File: src/hw/rtl/dtq_pkg.sv
// ----------------------------------------------------------------------------
// dtq_pkg
// Shared types, constants and helpers of the deadline timer queue.
// ----------------------------------------------------------------------------
`timescale 1ns / 1ps

package dtq_pkg;

  localparam int QUEUE_DEPTH = 16;
  localparam int IDX_W       = (QUEUE_DEPTH > 2) ? $clog2(QUEUE_DEPTH) : 1;
  localparam int CNT_W       = $clog2(QUEUE_DEPTH + 1);
  localparam int TIME_W      = 64;
  localparam int DELAY_W     = 48;
  localparam int TAG_W       = 32;
  localparam int THREAD_W    = 16;
  localparam int COUNT_W     = 16;
  localparam int MSTEP_W     = $clog2(COUNT_W);

  localparam logic       OP_WAIT = 1'b0;
  localparam logic       OP_TICK = 1'b1;

  localparam logic [1:0] KIND_RELEASE = 2'd0;
  localparam logic [1:0] KIND_PROGRAM = 2'd1;
  localparam logic [1:0] KIND_REJECT  = 2'd2;

  typedef struct packed {
    logic [TIME_W-1:0]   deadline;
    logic [TAG_W-1:0]    waiter;
    logic [THREAD_W-1:0] thread;
  } entry_t;

  localparam int ENTRY_W = $bits(entry_t);

  // Map a queue position to a physical slot of the circular buffer.
  function automatic logic [IDX_W-1:0] slot_of(input logic [IDX_W-1:0] head,
                                               input logic [IDX_W-1:0] pos);
    logic [IDX_W:0] sum;
    sum = {1'b0, head} + {1'b0, pos};
    if (sum >= (IDX_W+1)'(QUEUE_DEPTH)) begin
      sum = sum - (IDX_W+1)'(QUEUE_DEPTH);
    end
    return sum[IDX_W-1:0];
  endfunction

endpackage

File: src/hw/rtl/dtq_ram.sv
// ----------------------------------------------------------------------------
// dtq_ram
// Generic single-write, single-read RAM with registered read data.
// ----------------------------------------------------------------------------
`timescale 1ns / 1ps

module dtq_ram #(
  parameter int WIDTH = 8,
  parameter int DEPTH = 16,
  parameter int ADDR_W = (DEPTH > 2) ? $clog2(DEPTH) : 1
) (
  input  logic              clk,
  input  logic              wr_en,
  input  logic [ADDR_W-1:0] wr_addr,
  input  logic [WIDTH-1:0]  wr_data,
  input  logic              rd_en,
  input  logic [ADDR_W-1:0] rd_addr,
  output logic [WIDTH-1:0]  rd_data
);

  logic [WIDTH-1:0] mem [DEPTH];
  logic [WIDTH-1:0] rd_data_r;

  // Write port and registered read port; read data holds between reads
  always_ff @(posedge clk) begin
    if (wr_en) begin
      mem[wr_addr] <= wr_data;
    end
    if (rd_en) begin
      rd_data_r <= mem[rd_addr];
    end
  end

  assign rd_data = rd_data_r;

endmodule

File: src/hw/rtl/deadline_timer_queue_core.sv
// ----------------------------------------------------------------------------
// deadline_timer_queue_core
// Sorted sleep-deadline queue with timer programming.
// ----------------------------------------------------------------------------
// Usage:
//   The in_ channel takes a wait request (insert a waiter at time base plus
//   delay) or a timer tick (advance time by interval times expiry count and
//   release all expired waiters). The out_ channel returns released waiters,
//   timer programs and rejects; out_last marks the final result of an item.
//   Entries live in one RAM used as a circular buffer ordered by deadline.
//   Timing: one item at a time; in_ready is high only while idle.
//   A wait reads each later entry and moves it back one slot, then writes
//   the new entry; at the head it also programs the timer. A tick runs the
//   shift-add multiply, advances time, releases each expired waiter, then
//   rearms, or disarms when the queue ends empty; a zero count does nothing.
//   The RAM read is registered, so each step has a read and a compare state.
//   A single output register holds each result; a new item is accepted while
//   it waits, and processing stalls only when another result must be loaded
//   before the receiver takes the pending one.
//   Reset empties the queue, zeroes the time base and disarms the timer; the
//   RAM contents need no clearing.
// ----------------------------------------------------------------------------
`timescale 1ns / 1ps

module deadline_timer_queue_core
  import dtq_pkg::*;
(
  input  logic                clk,
  input  logic                rst_n,
  input  logic                in_valid,
  output logic                in_ready,
  input  logic                in_operation,
  input  logic [TAG_W-1:0]    in_waiter_tag,
  input  logic [THREAD_W-1:0] in_thread_tag,
  input  logic [DELAY_W-1:0]  in_delay_ns,
  input  logic [COUNT_W-1:0]  in_expiry_count,
  output logic                out_valid,
  input  logic                out_ready,
  output logic [1:0]          out_kind,
  output logic [TAG_W-1:0]    out_released_tag,
  output logic [THREAD_W-1:0] out_released_thread,
  output logic [TIME_W-1:0]   out_timer_program_ns,
  output logic                out_last
);

  localparam logic [3:0] ST_IDLE    = 4'd0;
  localparam logic [3:0] ST_REJECT  = 4'd1;
  localparam logic [3:0] ST_INS_RD  = 4'd2;
  localparam logic [3:0] ST_INS_CMP = 4'd3;
  localparam logic [3:0] ST_INS_HD  = 4'd4;
  localparam logic [3:0] ST_MUL     = 4'd5;
  localparam logic [3:0] ST_ADV     = 4'd6;
  localparam logic [3:0] ST_REL_RD  = 4'd7;
  localparam logic [3:0] ST_REL_CMP = 4'd8;

  logic [3:0]          state_r, state_nxt;
  logic [CNT_W-1:0]    occ_r, occ_nxt;
  logic [IDX_W-1:0]    head_r, head_nxt;
  logic [CNT_W-1:0]    pos_r, pos_nxt;
  logic [TIME_W-1:0]   tb_r, tb_nxt;
  logic [TIME_W-1:0]   armed_r, armed_nxt;
  logic [TIME_W-1:0]   mark_r, mark_nxt;
  logic [TAG_W-1:0]    tag_r, tag_nxt;
  logic [THREAD_W-1:0] thr_r, thr_nxt;
  logic [DELAY_W-1:0]  delay_r, delay_nxt;
  logic [COUNT_W-1:0]  cnt_r, cnt_nxt;
  logic [TIME_W-1:0]   acc_r, acc_nxt;
  logic [MSTEP_W-1:0]  step_r, step_nxt;

  logic                out_valid_r;
  logic [1:0]          out_kind_r;
  logic [TAG_W-1:0]    out_tag_r;
  logic [THREAD_W-1:0] out_thr_r;
  logic [TIME_W-1:0]   out_prog_r;
  logic                out_last_r;

  logic                emit;
  logic [1:0]          emit_kind;
  logic [TAG_W-1:0]    emit_tag;
  logic [THREAD_W-1:0] emit_thr;
  logic [TIME_W-1:0]   emit_prog;
  logic                emit_last;
  logic                slot_free;

  logic                wr_en, rd_en;
  logic [IDX_W-1:0]    wr_addr, rd_addr;
  entry_t              wr_data, rd_entry;
  logic [ENTRY_W-1:0]  rd_data;

  assign rd_entry  = entry_t'(rd_data);
  assign slot_free = !out_valid_r || out_ready;
  assign in_ready  = (state_r == ST_IDLE);

  dtq_ram #(
    .WIDTH (ENTRY_W),
    .DEPTH (QUEUE_DEPTH)
  ) u_store (
    .clk     (clk),
    .wr_en   (wr_en),
    .wr_addr (wr_addr),
    .wr_data (wr_data),
    .rd_en   (rd_en),
    .rd_addr (rd_addr),
    .rd_data (rd_data)
  );

  // Sequence inserts, the multiply, releases and timer programs
  always_comb begin
    state_nxt = state_r;
    occ_nxt   = occ_r;
    head_nxt  = head_r;
    pos_nxt   = pos_r;
    tb_nxt    = tb_r;
    armed_nxt = armed_r;
    mark_nxt  = mark_r;
    tag_nxt   = tag_r;
    thr_nxt   = thr_r;
    delay_nxt = delay_r;
    cnt_nxt   = cnt_r;
    acc_nxt   = acc_r;
    step_nxt  = step_r;
    emit      = 1'b0;
    emit_kind = KIND_PROGRAM;
    emit_tag  = '0;
    emit_thr  = '0;
    emit_prog = '0;
    emit_last = 1'b1;
    wr_en     = 1'b0;
    wr_addr   = slot_of(head_r, pos_r[IDX_W-1:0]);
    wr_data   = '{deadline: mark_r, waiter: tag_r, thread: thr_r};
    rd_en     = 1'b0;
    rd_addr   = slot_of(head_r, pos_r[IDX_W-1:0] - IDX_W'(1));

    unique case (state_r)
      ST_IDLE: begin
        if (in_valid) begin
          tag_nxt   = in_waiter_tag;
          thr_nxt   = in_thread_tag;
          delay_nxt = in_delay_ns;
          mark_nxt  = tb_r + {{(TIME_W-DELAY_W){1'b0}}, in_delay_ns};
          cnt_nxt   = in_expiry_count;
          acc_nxt   = '0;
          step_nxt  = '0;
          pos_nxt   = occ_r;
          if (in_operation == OP_WAIT) begin
            state_nxt = (occ_r == CNT_W'(QUEUE_DEPTH)) ? ST_REJECT : ST_INS_RD;
          end else begin
            state_nxt = (in_expiry_count == '0) ? ST_IDLE : ST_MUL;
          end
        end
      end
      ST_REJECT: begin
        if (slot_free) begin
          emit      = 1'b1;
          emit_kind = KIND_REJECT;
          emit_tag  = tag_r;
          emit_thr  = thr_r;
          state_nxt = ST_IDLE;
        end
      end
      ST_INS_RD: begin
        // Place new entry at head, or fetch the entry just before the gap
        if (pos_r == '0) begin
          wr_en     = 1'b1;
          occ_nxt   = occ_r + CNT_W'(1);
          armed_nxt = {{(TIME_W-DELAY_W){1'b0}}, delay_r};
          state_nxt = ST_INS_HD;
        end else begin
          rd_en     = 1'b1;
          state_nxt = ST_INS_CMP;
        end
      end
      ST_INS_CMP: begin
        // Move a later entry back one slot, or drop the new one in the gap
        wr_en = 1'b1;
        if (rd_entry.deadline > mark_r) begin
          wr_data   = rd_entry;
          pos_nxt   = pos_r - CNT_W'(1);
          state_nxt = ST_INS_RD;
        end else begin
          occ_nxt   = occ_r + CNT_W'(1);
          state_nxt = ST_IDLE;
        end
      end
      ST_INS_HD: begin
        if (slot_free) begin
          emit      = 1'b1;
          emit_prog = armed_r;
          state_nxt = ST_IDLE;
        end
      end
      ST_MUL: begin
        // Shift-add interval times count, most significant count bit first
        acc_nxt  = {acc_r[TIME_W-2:0], 1'b0} + (cnt_r[COUNT_W-1] ? armed_r : '0);
        cnt_nxt  = {cnt_r[COUNT_W-2:0], 1'b0};
        step_nxt = step_r + MSTEP_W'(1);
        if (step_r == MSTEP_W'(COUNT_W - 1)) begin
          state_nxt = ST_ADV;
        end
      end
      ST_ADV: begin
        tb_nxt    = tb_r + acc_r;
        state_nxt = ST_REL_RD;
      end
      ST_REL_RD: begin
        rd_addr = head_r;
        if (occ_r == '0) begin
          if (slot_free) begin
            emit      = 1'b1;
            tb_nxt    = '0;
            armed_nxt = '0;
            state_nxt = ST_IDLE;
          end
        end else begin
          rd_en     = 1'b1;
          state_nxt = ST_REL_CMP;
        end
      end
      ST_REL_CMP: begin
        // Release an expired head, or rearm to the head deadline
        if (slot_free) begin
          emit = 1'b1;
          if (rd_entry.deadline <= tb_r) begin
            emit_kind = KIND_RELEASE;
            emit_tag  = rd_entry.waiter;
            emit_thr  = rd_entry.thread;
            emit_last = 1'b0;
            occ_nxt   = occ_r - CNT_W'(1);
            head_nxt  = (head_r == IDX_W'(QUEUE_DEPTH - 1)) ? '0 : head_r + IDX_W'(1);
            state_nxt = ST_REL_RD;
          end else begin
            armed_nxt = rd_entry.deadline - tb_r;
            emit_prog = rd_entry.deadline - tb_r;
            state_nxt = ST_IDLE;
          end
        end
      end
      default: begin
        state_nxt = ST_IDLE;
      end
    endcase
  end

  // Hold control and time state
  always_ff @(posedge clk) begin
    if (!rst_n) begin
      state_r <= ST_IDLE;
      occ_r   <= '0;
      head_r  <= '0;
      tb_r    <= '0;
      armed_r <= '0;
    end else begin
      state_r <= state_nxt;
      occ_r   <= occ_nxt;
      head_r  <= head_nxt;
      tb_r    <= tb_nxt;
      armed_r <= armed_nxt;
    end
  end

  // Hold item payload and working values
  always_ff @(posedge clk) begin
    pos_r   <= pos_nxt;
    mark_r  <= mark_nxt;
    tag_r   <= tag_nxt;
    thr_r   <= thr_nxt;
    delay_r <= delay_nxt;
    cnt_r   <= cnt_nxt;
    acc_r   <= acc_nxt;
    step_r  <= step_nxt;
  end

  // Output register: load on emit, clear after the transfer
  always_ff @(posedge clk) begin
    if (!rst_n) begin
      out_valid_r <= 1'b0;
    end else if (emit) begin
      out_valid_r <= 1'b1;
    end else if (out_ready) begin
      out_valid_r <= 1'b0;
    end
  end

  always_ff @(posedge clk) begin
    if (emit) begin
      out_kind_r <= emit_kind;
      out_tag_r  <= emit_tag;
      out_thr_r  <= emit_thr;
      out_prog_r <= emit_prog;
      out_last_r <= emit_last;
    end
  end

  assign out_valid            = out_valid_r;
  assign out_kind             = out_kind_r;
  assign out_released_tag     = out_tag_r;
  assign out_released_thread  = out_thr_r;
  assign out_timer_program_ns = out_prog_r;
  assign out_last             = out_last_r;

  // Occupancy never exceeds the queue depth
  assert property (@(posedge clk) disable iff (!rst_n)
    occ_r <= CNT_W'(QUEUE_DEPTH))
    else $error("occupancy above queue depth");

  // A reject is only produced on a full queue
  assert property (@(posedge clk) disable iff (!rst_n)
    (emit && emit_kind == KIND_REJECT) |-> occ_r == CNT_W'(QUEUE_DEPTH))
    else $error("reject on a queue that is not full");

  // A release only happens with an entry present
  assert property (@(posedge clk) disable iff (!rst_n)
    (emit && emit_kind == KIND_RELEASE) |-> occ_r != '0)
    else $error("release from an empty queue");

  // Programs and rejects always close their item
  assert property (@(posedge clk) disable iff (!rst_n)
    (out_valid_r && out_kind_r != KIND_RELEASE) |-> out_last_r)
    else $error("final result without last");

  // An emit never overwrites a result still waiting
  assert property (@(posedge clk) disable iff (!rst_n)
    emit |-> slot_free)
    else $error("output register overwritten");

endmodule
File: config.mk
export PLATFORM = sky130hd
export DESIGN_NAME = deadline_timer_queue_core
export DESIGN_NICKNAME = d
export VERILOG_FILES = /design/src/hw/rtl/dtq_pkg.sv /design/src/hw/rtl/dtq_ram.sv /design/src/hw/rtl/deadline_timer_queue_core.sv
export SDC_FILE = /design/constraint.sdc
export NUM_CORES = 2
export LEC_CHECK = 0
export CORE_MARGIN = 2
export CORE_UTILIZATION = 50
export CTS_BUF_LIST = sky130_fd_sc_hd__clkbuf_4
export CTS_CLUSTER_SIZE = 8
export DETAILED_ROUTE_END_ITERATION = 12
export DONT_BUFFER_PORTS = 1
export SLEW_MARGIN = 20
export SYNTH_ARGS = -nofsm -noshare
export SYNTH_HDL_FRONTEND = slang
export SYNTH_SLANG_ARGS = --single-unit
File: constraint.sdc
create_clock -name clk -period 9.2 [get_ports clk]
set_input_delay 0.92 -clock clk [delete_from_list [all_inputs] [get_ports clk]]
set_output_delay 0.92 -clock clk [all_outputs]
set_load 0.005 [all_outputs]
---- Word level (Yosys, flattened, before mapping) ----
Memory sizes are Yosys's and may differ from the RTL's. A register that Yosys moved wholly into a read port is not among the register bits.
Cells that the tools add are included.
cells by class
  multiplexer cells ....................... 69
  magnitude comparators ................... 4
  add/sub/neg operators ................... 14
  reductions and logical operators ........ 23
  equal/unequal tests ..................... 21
operator list
  cell                  number
  $mux W64              10
  $pmux W64 S2          3
  $mux W112             2
  $pmux W64 S3          1
  $add A64 B64 Y64      2
  $mux W32              3
  $add A64 B48 Y64      1
  $gt A64 B64 Y1        1
  $le A64 B64 Y1        1
  $mux W16              4
  $pmux W16 S2          2
  $pmux W32 S2          1
  $sub A64 B64 Y64      1
  $mux W4               10
  $pmux W4 S8           1
  $mux W5               6
  $ne A2 B2 Y1 const B  10
  $eq A4 B3 Y1 const B  4
  $logic_not A16 Y1     1
  $pmux W5 S3           1
  $eq A4 B4 Y1 const B  3
  $mux W1               12
  $mux W3               4
  $reduce_and A3 Y1     4
  other kinds (25)      43
storage, ports and cells
  flip-flop bits (word level) ............. 506
  memory bits (writable) .................. 1792
  logic and storage cells ................. 151
  memories ................................ 1
  output and inout bits ................... 117
  input bits .............................. 117
memory list
  name         words  width  read ports  clocked after memory_dff  wr ports  line           RTL
  u_store.mem  16     112    1           1                         1         dtq_ram.sv:21  logic [WIDTH-1:0] mem [DEPTH];

---- Longest topological paths before layout ----
  depth in word-level cells ............... 6
  gate-level depth with buffers ........... 16

---- Hierarchy ----
From an unflattened synthesis, not the netlist that was laid out.
unflattened totals
  cells, all modules ...................... 6704
  area, all modules ....................... 106136.8 um^2
modules (own cells, without submodules)
  module                     instances  area each (um^2)  cells each
  dtq_ram                    1          70291.2           2864
  deadline_timer_queue_core  1          35845.6           3840

---- Least setup slack after synthesis ----
Ideal clock, no wire load.
  kind .................................... register to register
  from .................................... register pos_r[0]
  to ...................................... memory u_store.mem[1][0] (netlist bit), enable pin
  arrival ................................. 6.852 ns
  clock period less this slack ............ 7.436 ns
  setup slack ............................. 1.764 ns
  cell stages (with the launch flop) ...... 9
  data required time ...................... 8.616 ns
  library setup time ...................... 0.584 ns
  cell sequence ........................... edfxtp_1 inv_1 ha_1 nand2_1 or2_2 nor4_1 nor2_1 or3_1 nor2_1
on the way
  word-level cells in the longest chain between the ends .. 5
RTL lines
  what                                                   line                              RTL
  from (decl)                                            deadline_timer_queue_core.sv:59   logic [CNT_W-1:0] pos_r, pos_nxt;
  from (signal assigned)                                 deadline_timer_queue_core.sv:263  pos_r <= pos_nxt;
  branches (longest 5 deep; another with $add A4 B4 Y5)  --
  to (decl)                                              dtq_ram.sv:21
Several ways; the timed one is not identified.

---- Worst setup path in the final report ----
  from .................................... register u_store.rd_data_r[105], in the netlist u_store.rd_data[105], read port of u_store.mem
  to ...................................... memory u_store.mem[0][41] (netlist bit) (data pin)
on the way
  word-level cells in the longest chain between the ends .. 3
RTL lines
  what                           line                              RTL
  from (decl)                    dtq_ram.sv:22                     logic [WIDTH-1:0] rd_data_r;
  $gt A64 B64 Y1                 deadline_timer_queue_core.sv:176  if (rd_entry.deadline > mark_r) begin
  $mux W112                      deadline_timer_queue_core.sv:176
  $mux W112                      deadline_timer_queue_core.sv:134  unique case (state_r)
  named net u_store.wr_data[41]  dtq_ram.sv:15                     input logic [WIDTH-1:0] wr_data,
The timed path passes the listed nets, and every way through them passes these cells.

==> impl_metrics.tcl <==
set metrics [dict create \
    status "finished, final reports clean" \
    grt_max_degree 139 \
    crit_required_ns 10.22 \
    highest_layer "met4" \
    fp-row-count 169 \
    postLayoutCellArea_um2 120100 \
    antenna_found_initial 6 \
    max_slew_margin_pct 27.24 \
    syn-num-nets 7326 \
    post_cts_buffers 0 \
    cts_resized 0 \
    swShare_pct 29.97 \
    synth_compound_area_share_pct 8.794 \
    r2r_start "u_store.rd_data[105]" \
    synthAdderAreaFrac_pct 3.796 \
    finalPower_mw 29.73 \
    viasPerCell 5.972 \
    gp_congestion 0.9350 \
    filler_cell_count 16950 \
    synth_area_per_cell_um2 15.51 \
    cts_root_buffer "clkbuf_4" \
    wl_met2_um 127900 \
    synth_top_family_by_area "multiplexers" \
    tightest_slew_ns 1.091 \
    internal_power_mw 20.82 \
    cts_max_level 6 \
    die-width_um 466.3 \
    overflow 0 \
    wl_met1_um 125100 \
    pwr-share-clk_pct 31.6 \
    seq_power_share_pct 45.3 \
    yosys_warnings 0 \
    combinationalPowerShare_pct 23.1 \
    drive_gt1_share_pct 21.30 \
    drc_errors 0 \
    synth-seq-area-share_pct 66.40 \
    hold_path_class "in -> reg" \
    dp.cells 9499 \
    async_flop_share_pct 0 \
    clkSinkCount 2410 \
    placed_area_um2 110600 \
    period_needed_ns 5.372 \
    rsz0062_at_grt "false" \
    syn_inst 6889 \
    synth-simple-area-share_pct 5.838 \
    antenna_left 0 \
    clk_pin_slew_ns 0.07 \
    initial_core_util_pct 50.33 \
    hold_violations 0 \
    maxCapViolations 0 \
    power_density_nw_per_um2 247.6 \
    io_pins 234 \
    regArea_um2 70950 \
    cts_tree "yes" \
    multi_input_area_um2 33970 \
    ir_drop_v 0.0002183 \
    arrival_ns 6.39 \
    fmax_mhz 186.2 \
    wl_met3_um 18830 \
    vias 64200 \
    synthMuxAreaShare_pct 11.09 \
    finalSetupViolCount 0 \
    layoutNonFillerInstCount 10750 \
    synthFlopType "edfxtp_1" \
    cts_made_buffers 643 \
    synth_xor_area_share_pct 2.033 \
    finalWirelength_um 278800 \
    grt_pass1_vias 64650 \
    core_um2 212300 \
    finalCritPeriodShare_pct 58.39 \
    hp-start "in_delay_ns[29]" \
    startpoint "u_store.rd_data[105]" \
    cts-hold-fix-buffers 142 \
    synth-seq-cells 2410 \
    fin_util_pct 56.55 \
    netlist_area_um2 106900 \
    fp.dieH_um 466.3 \
    yosys.area.top_type_share_pct 63.74 \
    num-nets-final 7902 \
    first_iter_violations 5659 \
    cp-end-kind "flop" \
    grt_pass1_wl_um 411300 \
    wl_per_cell_um 25.93 \
    worstPathMaxFanout 131 \
    clk_latency_ns 1.39 \
    io_buffers 0 \
    die-area_um2 217400 \
    grt_util_all_layers_pct 25.40 \
    yosys.area.top_type "edfxtp_1" \
    cellLeakagePower_nw 41.55 \
    slew_violations 0 \
    clockBufferDepth 4 \
    p_sw_mw 8.909 \
    first_pass_iters 7 \
    synth_edf_count 2268 \
    synthTopCellsByArea "edfxtp_1 (64%), mux4_2 (9.4%), ha_1 (3.7%), dfxtp_1 (2.7%), a21oi_1 (1.9%)" \
    syn_to_final_growth_pct 12.36 \
    synth.distinct_cells 91 \
    skew_ns 0.1102 \
    start_kind "flop" \
    finalSetupTns_ns 0 \
    critical_path_class "reg -> reg" \
    hpwl_um 155900 \
]
==> cells in the mapped netlist (16+ instances only) <==
| master | count |
|---|---|
| and2_1 | 76 |
| dfxtp_1 | 142 |
| a21o_1 | 170 |
| buf_2 | 65 |
| a22oi_1 | 38 |
| o21ai_0 | 254 |
| a22o_1 | 104 |
| mux4_2 | 448 |
| a211oi_1 | 139 |
| ha_1 | 313 |
| a311oi_1 | 28 |
| o21a_1 | 37 |
| nand3_1 | 52 |
| nand2b_1 | 40 |
| nand4_1 | 89 |
| xor2_1 | 88 |
| a31oi_1 | 39 |
| nor4_1 | 24 |
| or3_1 | 18 |
| buf_1 | 24 |
| o211ai_1 | 18 |
| o31ai_1 | 16 |
| a221oi_1 | 23 |
| mux2_2 | 50 |
| nor2b_1 | 140 |
| nand2_1 | 402 |
| nor2_1 | 338 |
| edfxtp_1 | 2268 |
| inv_1 | 207 |
| mux2i_1 | 120 |
| o21bai_1 | 49 |
| xnor2_1 | 160 |
| nor3_1 | 67 |
| a21oi_1 | 407 |
| clkbuf_1 | 259 |
==> flip-flops by register name, summed over array words and instances (netlist names) <==
name                  cells
out_released_thread      16
thr_r                    16
out_timer_program_ns     64
acc_r                    64
head_r                    4
u_store.rd_data         112
u_store.mem            1792
step_r                    4
out_released_tag         32
pos_r                     5
armed_r                  64
occ_r                     5
out_kind                  2
tag_r                    32
mark_r                   64
state_r                   4
tb_r                     64
out_valid                 1
delay_r                  48
out_last                  1
cnt_r                    16
==> power by group through the flow <==
stage / combinational, mW / clock (mW) / sequential (mW)
floorplan: 4.89 / 0 / 13.6
global placement: 6.76 / 0 / 13.7
detailed placement: 6.80 / 0 / 13.7
CTS: 6.90 / 9.68 / 13.5
global route: 7.45 / 10.3 / 13.5
finish: 6.85 / 9.40 / 13.5
==> area by class of cell <==
class	instances	area share (%)
Clock inverter	165	0.8535
Sequential cell	2410	59.09
Clock buffer	934	5.840
Inverter	210	0.6628
Multi-Input combinational cell	3919	28.30
Timing Repair Buffer	281	2.293
Tap cell	2821	2.940
Antenna cell	11	0.02293
==> metrics by stage <==
stage | hold slack [ns] | worst slack (ns)
2_1_floorplan | 0.4397 | 1.764
3_3_place_gp | 0.4600 | 3.760
3_5_place_dp | 0.4618 | 3.661
4_1_cts | 0.0007930 | 3.666
5_1_grt | 0.03979 | 3.570
6_report | 0.1762 | 3.828
==> critical path, cell delays in order, from the launching register on <==
cell and delay [ns]:
edfxtp_1 0.43, ha_1 0.33, and4_1 0.18, nand3_1 0.14, or4_1 0.65, nor3_1 0.66
and2_1 0.22, a22oi_1 0.10, a31oi_4 0.31, buf_12 0.55, buf_4 0.81, mux2_2 0.54
==> layer usage <==
layer | vias up | GRT usage, %
li1 | 28710 | -
met5 | - | 0
met4 | 0 | 7.767
met2 | 2405 | 38.94
met3 | 459 | 4.855
met1 | 32630 | 36.99
==> path summary, 6_finish.rpt <==
| kind | depth (start not counted) | to | slack, ns |
|---|---|---|---|
| max | 11 | u_store.mem[0][41] | 3.83 |
| max reg2reg | 11 | u_store.mem[0][41] | 3.83 |
| min | 2 | mark_r[29] | 0.18 |
| min reg2reg | 2 | armed_r[48] | 0.47 |
==> cells in the final DEF (no fill, tap or decap), types with 140 or more instances in the layout <==
cell type and instances:
edfxtp_1 2268, clkbuf_4 934, mux4_2 448, a21oi_1 406, nand2_1 401, nor2_1 319, ha_1 313, o21ai_0 253
inv_1 205, a21o_1 170, xnor2_1 159, dfxtp_1 142, dlygate4sd3_1 142, nor2b_1 140
==> kinds of logic after synthesis <==
family / after synthesis
muxes: 618
and+or+nand+nor: 1306
AOI/OAI and AO/OA: 1427
buffers and inverters: 560
xor gates and xnor gates: 248
adders and majority gates: 320
DFF: 2410
Power figures use the tool's default switching activity.
